==> src/rtl/core/sbd_ram.sv <==
// generic simple dual-port ram with registered read
// no dependencies
module sbd_ram #(
   parameter int WIDTH = 8,
   parameter int DEPTH = 16
) (
   input  logic                     clock,
   input  logic                     wr_en,
   input  logic [$clog2(DEPTH)-1:0] wr_addr,
   input  logic [WIDTH-1:0]         wr_data,
   input  logic                     rd_en,
   input  logic [$clog2(DEPTH)-1:0] rd_addr,
   output logic [WIDTH-1:0]         rd_data
);

   logic [WIDTH-1:0] mem_ff [DEPTH];
   logic [WIDTH-1:0] rd_data_ff;

   always_ff @(posedge clock) begin
      if (wr_en) begin
         mem_ff[wr_addr] <= wr_data;
      end
      if (rd_en) begin
         rd_data_ff <= mem_ff[rd_addr];
      end
   end

   assign rd_data = rd_data_ff;

endmodule

==> config.mk <==
export PLATFORM = sky130hd
export DESIGN_NAME = sbd_ram
export DESIGN_NICKNAME = d
export VERILOG_FILES = /design/src/rtl/core/sbd_ram.sv
export SDC_FILE = /design/constraint.sdc
export NUM_CORES = 1
export LEC_CHECK = 0
export BUFFER_PORTS_ARGS = -buffer_cell sky130_fd_sc_hd__buf_2
export CORE_ASPECT_RATIO = 1.2
export CORE_UTILIZATION = 60
export DETAILED_ROUTE_END_ITERATION = 8
export PLACE_DENSITY = 0.78
export SYNTH_ARGS = -nofsm -noshare
export SYNTH_HDL_FRONTEND = slang
export SYNTH_SLANG_ARGS = --single-unit
==> constraint.sdc <==
create_clock -name clock -period 2.4 [get_ports clock]
set_input_delay 0.24 -clock clock [delete_from_list [all_inputs] [get_ports clock]]
set_output_delay 0.24 -clock clock [all_outputs]
set_load 0.1 [all_outputs]
==> results.json <==
{
  "synthesis.area_mm2": 0.00523,
  "yosysTopAreaCellShare_pct": 78.1,
  "clk_pin_slew_ns": 0.06,
  "cts_root_buf": "clkbuf_8",
  "grt_usage_pct": 23.5,
  "rsz0062_at_grt": "no",
  "ir_worst_vdd_mv": 0.898,
  "fin_cells": 410,
  "layout_common_cells": "edfxtp_1, buf_2, mux4_2, buf_4",
  "finalCriticalPeriod_ns": 1.58,
  "synth_cell_types": 18,
  "leakage_nw": 2.10,
  "syn_inst": 229,
  "grt_pass1_wl_um": 14200,
  "setup_viol": 0,
  "h-tree-depth": 4,
  "grt_start_max_net_pins": 33,
  "required_ns": 2.16,
  "cts.repair.resized": 0,
  "drive_gt1_share_pct": 31.1,
  "slowest_stage": "buf_2",
  "p_per_area_mw_per_mm2": 904,
  "finClkSkew_ns": 0.00750,
  "critical-path-top-delay-family": "buffers and inverters",
  "synth_seq_cells": 136,
  "die-width_um": 87.2,
  "synth_top_area_cell": "edfxtp_1",
  "wire_per_inst_um": 22.9,
  "hold_violations": 0,
  "antennaDiodeCount": 0,
  "cts.sinks": 136,
  "avgSynthCellArea_um2": 22.8,
  "rows": 36,
  "layout_commonest_cell": "edfxtp_1",
  "cp.arrival_ns": 1.34,
  "wl_um": 9410,
  "path_buf_inv": 1,
  "syn2layout_area_growth_pct": 18.0,
  "status": "finished, final reports clean",
  "clkLatencyLatePin_ns": 0.51,
  "vias_per_cell": 6.10,
  "critPathCaptureType": "output pin",
  "ioPinCount": 27,
  "num-fill-cells": 490,
  "nets": 302,
  "yosys_warnings": 0,
  "dp_cells": 378,
  "critPathLaunchType": "flip-flop",
  "vias": 2501,
  "synthesis.nets": 248,
  "dp_hpwl_um": 5910,
  "clockBufferDepth": 2,
  "synth_area_leaders": "edfxtp_1, mux4_2, mux4_1, a22oi_1, nor2_1",
  "path_max_fanout": 1,
  "drt-initial-drc-count": 250,
  "critPathKind": "flip-flop to output pin",
  "antenna_found_initial": 0,
  "cts_buffers": 17,
  "ant_nets": 0,
  "portBuffers": 26,
  "relSlewSlack_pct": 45.7,
  "fp.dieH_um": 104,
  "tightest_slew_ns": 0.811,
  "start_util_pct": 63.1,
  "postCtsSetupBuffers": 0,
  "gp_congestion": 0.862,
  "slowest_delay_ns": 0.45,
  "grt.overflow.total": 0,
  "fin_crit_sh_pct": 65.8,
  "synth_seq_area_share_pct": 78.1,
  "final_util_pct": 74.4,
  "tns_ns": 0,
  "die_area_mm2": 0.00909,
  "slew_violations": 0,
  "post-route-drc-count": 0,
  "cts_tree": "built",
  "dr.pass1.iters": 5,
  "grt_pass1_vias": 2547,
  "postCtsHoldBufs": 0,
  "cap_violations": 0,
  "hp-class": "primary input to flip-flop",
  "coreArea_mm2": 0.00829,
  "fmax_ghz": 0.633,
  "worstPathCellList": "buf_2"
}
kinds of logic (layout without fill, tap and decap cells):
logic type	count (synthesis)	after routing	share of synthesized area, %
compound gates	16	16	2.30
mux	32	32	14.8
simple gates	35	35	3.14
flops	136	136	78.1
buf+inv	10	77	1.65
stage by stage:
step,setup WS [ns],power [mW],hold WS [ns],area (µm²)
finish,0.820,5.58,0.0989,6170
global placement,0.529,3.05,0.614,5570
floorplan,0.667,2.96,0.339,5230
detailed placement,0.531,3.06,0.621,5570
global route,0.776,5.73,0.0826,6170
CTS,0.775,5.62,0.0748,6170
registers in the layout, indices dropped and copies added, names as in the netlist:
register  count
rd_data       8
mem_ff      128
report_power, final:
group          switching [mW]  total [mW]  leakage, nW  internal, mW
Sequential             0.0142        2.69         1.24          2.68
Clock                   0.895        2.57        0.283          1.67
Combinational           0.217       0.319        0.578         0.102
Total                    1.13        5.58         2.10          4.45
worst paths after layout:
path	from	to	slack (ns)	depth (start not counted)
setup / recovery	rd_data[0]	rd_data[0]	0.82	1
hold / removal	rd_en	rd_data[1]	0.1	1
setup reg to reg	mem_ff[1][5]	rd_data[5]	0.91	3
hold reg to reg	mem_ff[12][4]	rd_data[4]	0.74	3
Yosys cell counts (all sizes together):
master and count:
a22oi 16, nand3 1, clkdlybuf4s25 3, nor2b 1, nor2 13, nand2b 2
buf 7, nand2 9, nand3b 2, mux4 32, nor3 4, or3b 1
and2 1, edfxtp 136, and2b 1
layout make-up:
type | count | area, µm² | share of cell area, %
Clock inverter | 14 | 181 | 2.94
Timing Repair Buffer | 45 | 285 | 4.62
Tap cell | 114 | 143 | 2.31
Multi-Input combinational cell | 83 | 1060 | 17.1
Clock buffer | 18 | 418 | 6.77
Sequential cell | 136 | 4080 | 66.2
metal layers:
metal / track usage, % / vias to the layer above / wire length (µm)
met5: 0 / - / 0
met3: 6.43 / 12 / 688
met2: 37.3 / 134 / 4880
li1: - / 1090 / -
met4: 9.60 / 0 / 140
met1: 31.1 / 1265 / 3700
(Power assumes the default switching activity.)
