## src/rtl/core/sbd_pkg.sv

```systemverilog
// types, codes and table builders for the srgb 2x2 downsampler
// no dependencies
package sbd_pkg;

   localparam int CSR_INDEX_BITS = 4;
   localparam int CSR_DATA_BITS  = 13;

   typedef enum logic [CSR_INDEX_BITS-1:0] {
      CSR_SOURCE_WIDTH  = 4'd0,
      CSR_SOURCE_HEIGHT = 4'd1
   } csr_index_type;

   typedef struct packed {
      logic [7:0] red;
      logic [7:0] green;
      logic [7:0] blue;
      logic [7:0] alpha;
   } req_payload_type;

   typedef struct packed {
      logic [7:0] out_red;
      logic [7:0] out_green;
      logic [7:0] out_blue;
      logic [7:0] out_alpha;
      logic       last_of_level;
   } rsp_payload_type;

   // integer power on wide vectors, elaboration only
   function automatic logic [255:0] big_pow(input logic [255:0] base, input int ex);
      logic [255:0] r;
      r = 256'd1;
      for (int k = 0; k < ex; k++) begin
         r = r * base;
      end
      return r;
   endfunction

   // round-half-up of m*(i/255)^2.2, decided exactly
   function automatic int lin_entry(input int i, input int lb);
      logic [255:0] m;
      logic [255:0] lhs;
      logic [255:0] rhs;
      int lo;
      int hi;
      int mid;
      m   = (256'd1 << lb) - 256'd1;
      rhs = 256'd32 * big_pow(m, 5) * big_pow(256'(i), 11);
      lo  = 0;
      hi  = (1 << lb) - 1;
      while (lo < hi) begin
         mid = lo + ((hi - lo + 1) >> 1);
         lhs = big_pow(256'(2 * mid - 1), 5) * big_pow(256'd255, 11);
         if (lhs <= rhs) lo = mid;
         else hi = mid - 1;
      end
      return lo;
   endfunction

   // smallest linear level that encodes to code j or above
   function automatic int thr_entry(input int j, input int lb);
      logic [255:0] m;
      logic [255:0] lhs;
      logic [255:0] rhs;
      int lo;
      int hi;
      int mid;
      m   = (256'd1 << lb) - 256'd1;
      rhs = big_pow(m, 5) * big_pow(256'(2 * j - 1), 11);
      lo  = 0;
      hi  = 1 << lb;
      if (j == 0) return 0;
      while (lo < hi) begin
         mid = lo + ((hi - lo) >> 1);
         lhs = big_pow(256'(mid), 5) * big_pow(256'd510, 11);
         if (lhs >= rhs) hi = mid;
         else lo = mid + 1;
      end
      return lo;
   endfunction

endpackage

```

## src/rtl/core/sbd_encode.sv

```systemverilog
// linear level to srgb byte by binary search over the midpoint thresholds
// depends on sbd_pkg for the threshold builder
module sbd_encode #(
   parameter int LINEAR_BITS = 16
) (
   input  logic [LINEAR_BITS-1:0] level,
   output logic [7:0]             code
);
   import sbd_pkg::*;

   logic [LINEAR_BITS-1:0] thr [256];

   // threshold table, built at elaboration
   for (genvar g = 0; g < 256; g++) begin : g_thr
      localparam int TV = thr_entry(g, LINEAR_BITS);
      assign thr[g] = TV[LINEAR_BITS-1:0];
   end

   // eight halving steps, msb first
   always_comb begin
      logic [7:0] code_v;
      logic [7:0] cand;
      code_v = 8'd0;
      for (int b = 7; b >= 0; b--) begin
         cand = code_v | (8'd1 << b);
         if (thr[cand] <= level) code_v = cand;
      end
      code = code_v;
   end

endmodule

```

## config.mk

```make
export PLATFORM = sky130hd
export DESIGN_NAME = sbd_encode
export DESIGN_NICKNAME = d
export VERILOG_FILES = /design/src/rtl/core/sbd_pkg.sv /design/src/rtl/core/sbd_encode.sv
export SDC_FILE = /design/constraint.sdc
export NUM_CORES = 1
export LEC_CHECK = 0
export BUFFER_PORTS_ARGS = -buffer_cell sky130_fd_sc_hd__buf_2
export CAP_MARGIN = 20
export CORE_ASPECT_RATIO = 2
export CORE_UTILIZATION = 50
export DETAILED_ROUTE_END_ITERATION = 12
export GPL_TIMING_DRIVEN = 0
export MAX_ROUTING_LAYER = met4
export PLACE_DENSITY = 0.75
export SLEW_MARGIN = 25
export SYNTH_ARGS = -nofsm -noshare
export SYNTH_HDL_FRONTEND = slang
export SYNTH_SLANG_ARGS = --single-unit
```

## constraint.sdc

```tcl
create_clock -name vclk -period 32.8
set_clock_uncertainty 0.2 [all_clocks]
set_input_delay 6.56 -clock vclk [all_inputs]
set_output_delay 6.56 -clock vclk [all_outputs]
set_load 0.05 [all_outputs]
```

==> metrics.log, run 1 <==
INFO  metric result_of_the_run = did not finish
INFO  metric synth.avg_cell_area = 6.64 µm²
INFO  metric stop_stage = global routing (5_1_grt)
INFO  metric grt_first_pass_wirelength = 90600 µm
INFO  metric netlist_instances = 1098
INFO  metric tool.error = [ERROR GRT-0116] Global routing finished with congestion. Check the congestion regions in the DRC Viewer.
INFO  metric synth-warning-count = 0
INFO  metric die_w = 87.4 µm
INFO  metric grt_start_max_net_pins = 18
INFO  metric synth_nets = 1255
INFO  metric place.port_buffers = 24
INFO  metric place.detailed.instances = 1314
INFO  metric postCtsHoldBufs = 0
INFO  metric die_y = 173 µm
INFO  metric globalRouteTotalUtil = 82.0%
INFO  metric synth_cell_type_count = 90
INFO  metric gpl.final_weighted_congestion = 1.31
INFO  metric num_io_pins = 24
INFO  metric start_util = 51.0%
INFO  metric fp-row-count = 62
INFO  metric yosysSeqAreaShare = 0%
INFO  metric global_route_overflow = 473
INFO  metric syn_area = 7290 µm²
INFO  metric grt_pass1_vias = 12500
INFO  metric dp_hpwl = 37700 µm
==> cell families after synthesis <==
| group | count (synthesis) | share of synthesized area [%] |
|---|---|---|
| multiplexers | 3 | 0.446 |
| XOR/XNOR | 1 | 0.120 |
| AND/OR/NAND/NOR | 337 | 22.5 |
| adder cells (fa/ha/maj) | 141 | 24.2 |
| buffers and inverters | 133 | 8.24 |
| AO/OA/AOI/OAI | 483 | 44.4 |
==> stage by stage <==
| stage | hold slack [ns] | instance area, µm² | setup WS [ns] | util [%] |
|---|---|---|---|---|
| 2_1_floorplan | 13.41 | 7300 | 0.192 | - |
| 3_3_place_gp | 13.78 | 7660 | -6.45 | 53.7 |
| 3_5_place_dp | 13.78 | 7660 | -6.53 | 53.7 |
| 4_1_cts | 13.73 | 8340 | 0.0458 | 58.4 |
==> synth_stat cells (10+ instances only) <==
cell type | n | area share, %
o21a_1 | 15 | 1.5
inv_1 | 29 | 1.5
o221ai_1 | 16 | 1.9
a31oi_1 | 28 | 2.4
nand3_1 | 28 | 1.9
nor3_1 | 28 | 1.9
nand4_1 | 25 | 2.1
nand2_1 | 105 | 5.4
a311oi_1 | 10 | 1.2
a21oi_1 | 123 | 8.4
clkbuf_1 | 35 | 1.8
ha_1 | 141 | 24
nor2_1 | 94 | 4.8
a21o_1 | 10 | 1.0
o21ai_0 | 99 | 6.8
o22ai_1 | 15 | 1.3
a211oi_1 | 31 | 3.2
o211ai_1 | 22 | 2.3
o311ai_0 | 10 | 1.2
buf_2 | 42 | 2.9
==> layer usage <==
metal	overflow	GRT usage (%)
met1	5	80.1
met2	336	101
met3	4	55.1
met4	128	85.1
met5	-	-
==> timing repair <==
item                       in CTS
pin swaps                      18
resized for setup             138
buffers inserted               22
setup endpoints to repair       2
gates cloned                    1
==> run 2: changes to the inputs <==
Settings changed: CORE_ASPECT_RATIO 2 to not set, CORE_UTILIZATION 50 to 35, MAX_ROUTING_LAYER met4 to not set, PLACE_DENSITY 0.75 to not set, PLACE_DENSITY_LB_ADDON set to 0.15.
==> run 2 against run 1 <==
Net effect: synthesized area unchanged; the run now ends clean; synthesized cell count did not move.
==> metrics.log, run 2 <==
INFO  metric die-area = 21400 µm²
INFO  metric post_layout_nonfiller_instances = 1445
INFO  metric endpoint_kind = primary output
INFO  metric nNetsFinal = 1333
INFO  metric fillers = 2176
INFO  metric global_route_overflow = 0
INFO  metric numSequentialCells = 0
INFO  metric fmax = 0.0307 GHz
INFO  metric place.detailed.instances = 1393
INFO  metric num_io_pins = 24
INFO  metric required = 26.04 ns
INFO  metric drt_iter0_drc = 1989
INFO  metric wirelength = 51300 µm
INFO  metric timing.critical_path.from_type = input port
INFO  metric core-area = 20300 µm²
INFO  metric area_of_the_multi_input_gates = 7230 µm²
INFO  metric critPathMaxFanout = 19
INFO  metric dr.pass1.iters = 6
INFO  metric yosysSeqAreaShare = 0%
INFO  metric regArea = 0 µm²
INFO  metric synth_nets = 1255
INFO  metric grt_first_pass_wirelength = 72700 µm
INFO  metric ys_top_cells_by_area = ha_1 (24%), a21oi_1 (8.4%), o21ai_0 (6.8%)
INFO  metric netlist.area_leader.share = 24.2%
INFO  metric tns = 0 ns
INFO  metric critical_path.slowest_cell = o31ai_4
INFO  metric report.final.slew_viol_count = 0
INFO  metric worst_hold_path_type = in2out
INFO  metric mostFrequentLayoutCell = ha_1
INFO  metric area_growth = 24.8%
INFO  metric globalRouteTotalUtil = 46.5%
INFO  metric critical-path-top-cell-by-count = ha_1
INFO  metric routed_wire_length_per_instance = 35.5 µm
INFO  metric nClkBuffers = 0
INFO  metric vias_per_cell = 7.55
INFO  metric yosys.cell_count.top_type = ha_1
INFO  metric die_y = 146 µm
INFO  metric grt_pass1_vias = 9964
INFO  metric grt_start_max_net_pins = 23
INFO  metric synth-warning-count = 0
INFO  metric dp_hpwl = 35900 µm
INFO  metric place.port_buffers = 24
INFO  metric finalHoldViolations = 0
INFO  metric crit_type = in2out
INFO  metric postCtsHoldBufs = 0
INFO  metric die_w = 146 µm
INFO  metric result_of_the_run = completed
INFO  metric netlist_instances = 1098
INFO  metric vias = 10900
INFO  metric drtAntennaViolNets = 0
INFO  metric highest_count_cells_in_the_layout_ignoring_fill_and_taps = ha_1 (122), a21oi_1 (118), nand2_1 (102), o21ai_0 (90), nor2_1 (85)
INFO  metric timing.final.setup_violations = 0
INFO  metric gpl.final_weighted_congestion = 1.03
INFO  metric grt_antenna_before_repair = 1
INFO  metric fraction_of_layout_cells_with_a_size_suffix_above_1 = 23.6%
INFO  metric max_cap_violations = 0
INFO  metric netlist_top_cells_count = ha_1 (141), a21oi_1 (123), nand2_1 (105)
INFO  metric start_util = 35.9%
INFO  metric slew_headroom = 25.3%
INFO  metric finalCriticalPeriod = 32.52 ns
INFO  metric synth_largest_area_cell = ha_1
INFO  metric fp-row-count = 52
INFO  metric synth_cell_type_count = 90
INFO  metric detail_route.drc_violations = 0
INFO  metric fin_crit_sh = 99.1%
INFO  metric synth.avg_cell_area = 6.64 µm²
INFO  metric cp_slowest_stage_delay = 0.61 ns
INFO  metric syn_area = 7290 µm²
INFO  metric cp_data_arrival_time = 25.76 ns
INFO  metric tightest_slew = 1.12 ns
run 2: cell counts after synthesis:
Identical to the previous run, type by type.
run 2: final cells by class:
| cell class | instances | share of cell area (%) |
|---|---|---|
| multi-input combinational | 965 | 79.5 |
| buffer | 88 | 7.80 |
| timing repair buffer | 85 | 7.18 |
| tap | 270 | 3.71 |
| inverter | 36 | 1.73 |
| antenna | 1 | 0.0275 |
run 2: worst paths after layout:
check | start | depth (start not counted) | endpoint | slack (ns)
worst min-delay path | level[0] | 5 | code[0] | 13.74
worst max-delay path | level[0] | 86 | code[0] | 0.28
run 2: cells by family (layout without fill, tap and decap cells):
logic type,count (synthesis),in the layout,synth area share (%)
buffers and inverters,133,209,8.24
multiplexers,3,3,0.446
AO/OA/AOI/OAI,483,483,44.4
adder cells (fa/ha/maj),141,141,24.2
other,0,1,0
XOR/XNOR,1,1,0.120
AND/OR/NAND/NOR,337,337,22.5
run 2: metrics by stage:
| step | setup slack (ns) | cell area (µm²) | utilization, % | hold slack, ns |
|---|---|---|---|---|
| after floorplan | 0.192 | 7300 | - | 13.41 |
| after global placement | -7.80 | 7760 | 38.2 | 13.83 |
| after detailed placement | -6.43 | 7780 | 38.3 | 13.83 |
| after CTS | 0.00238 | 8450 | 41.6 | 13.74 |
| after global routing | -0.130 | 9090 | 44.8 | 13.75 |
| final | 0.279 | 9090 | 44.8 | 13.74 |
run 2: per-layer routing:
metal  GRT usage [%]  wire length, µm  vias to the layer above
li1                -                -                     4408
met1            60.9            19800                     5155
met2            66.2            20100                     1041
met3            15.9             7340                      301
met4            25.7             4080                        0
met5               0                0                        -
run 2: repair_timing:
item / 4_1_cts / 5_1_grt
buffers inserted: 25 / 34
setup endpoints to repair: 2 / 1
pin swaps: 17 / 43
gates cloned: 0 / 1
gates resized for setup: 135 / 99
endpoints found under the hold margin: 0 / 0
run 2: critical path, delay by kind of cell:
| kind | cells | cell delay [ns] |
|---|---|---|
| and+or+nand+nor | 23 | 3.94 |
| adders and majority gates | 10 | 2.79 |
| buffers and inverters | 21 | 3.94 |
| AOI/OAI and AO/OA | 32 | 8.37 |
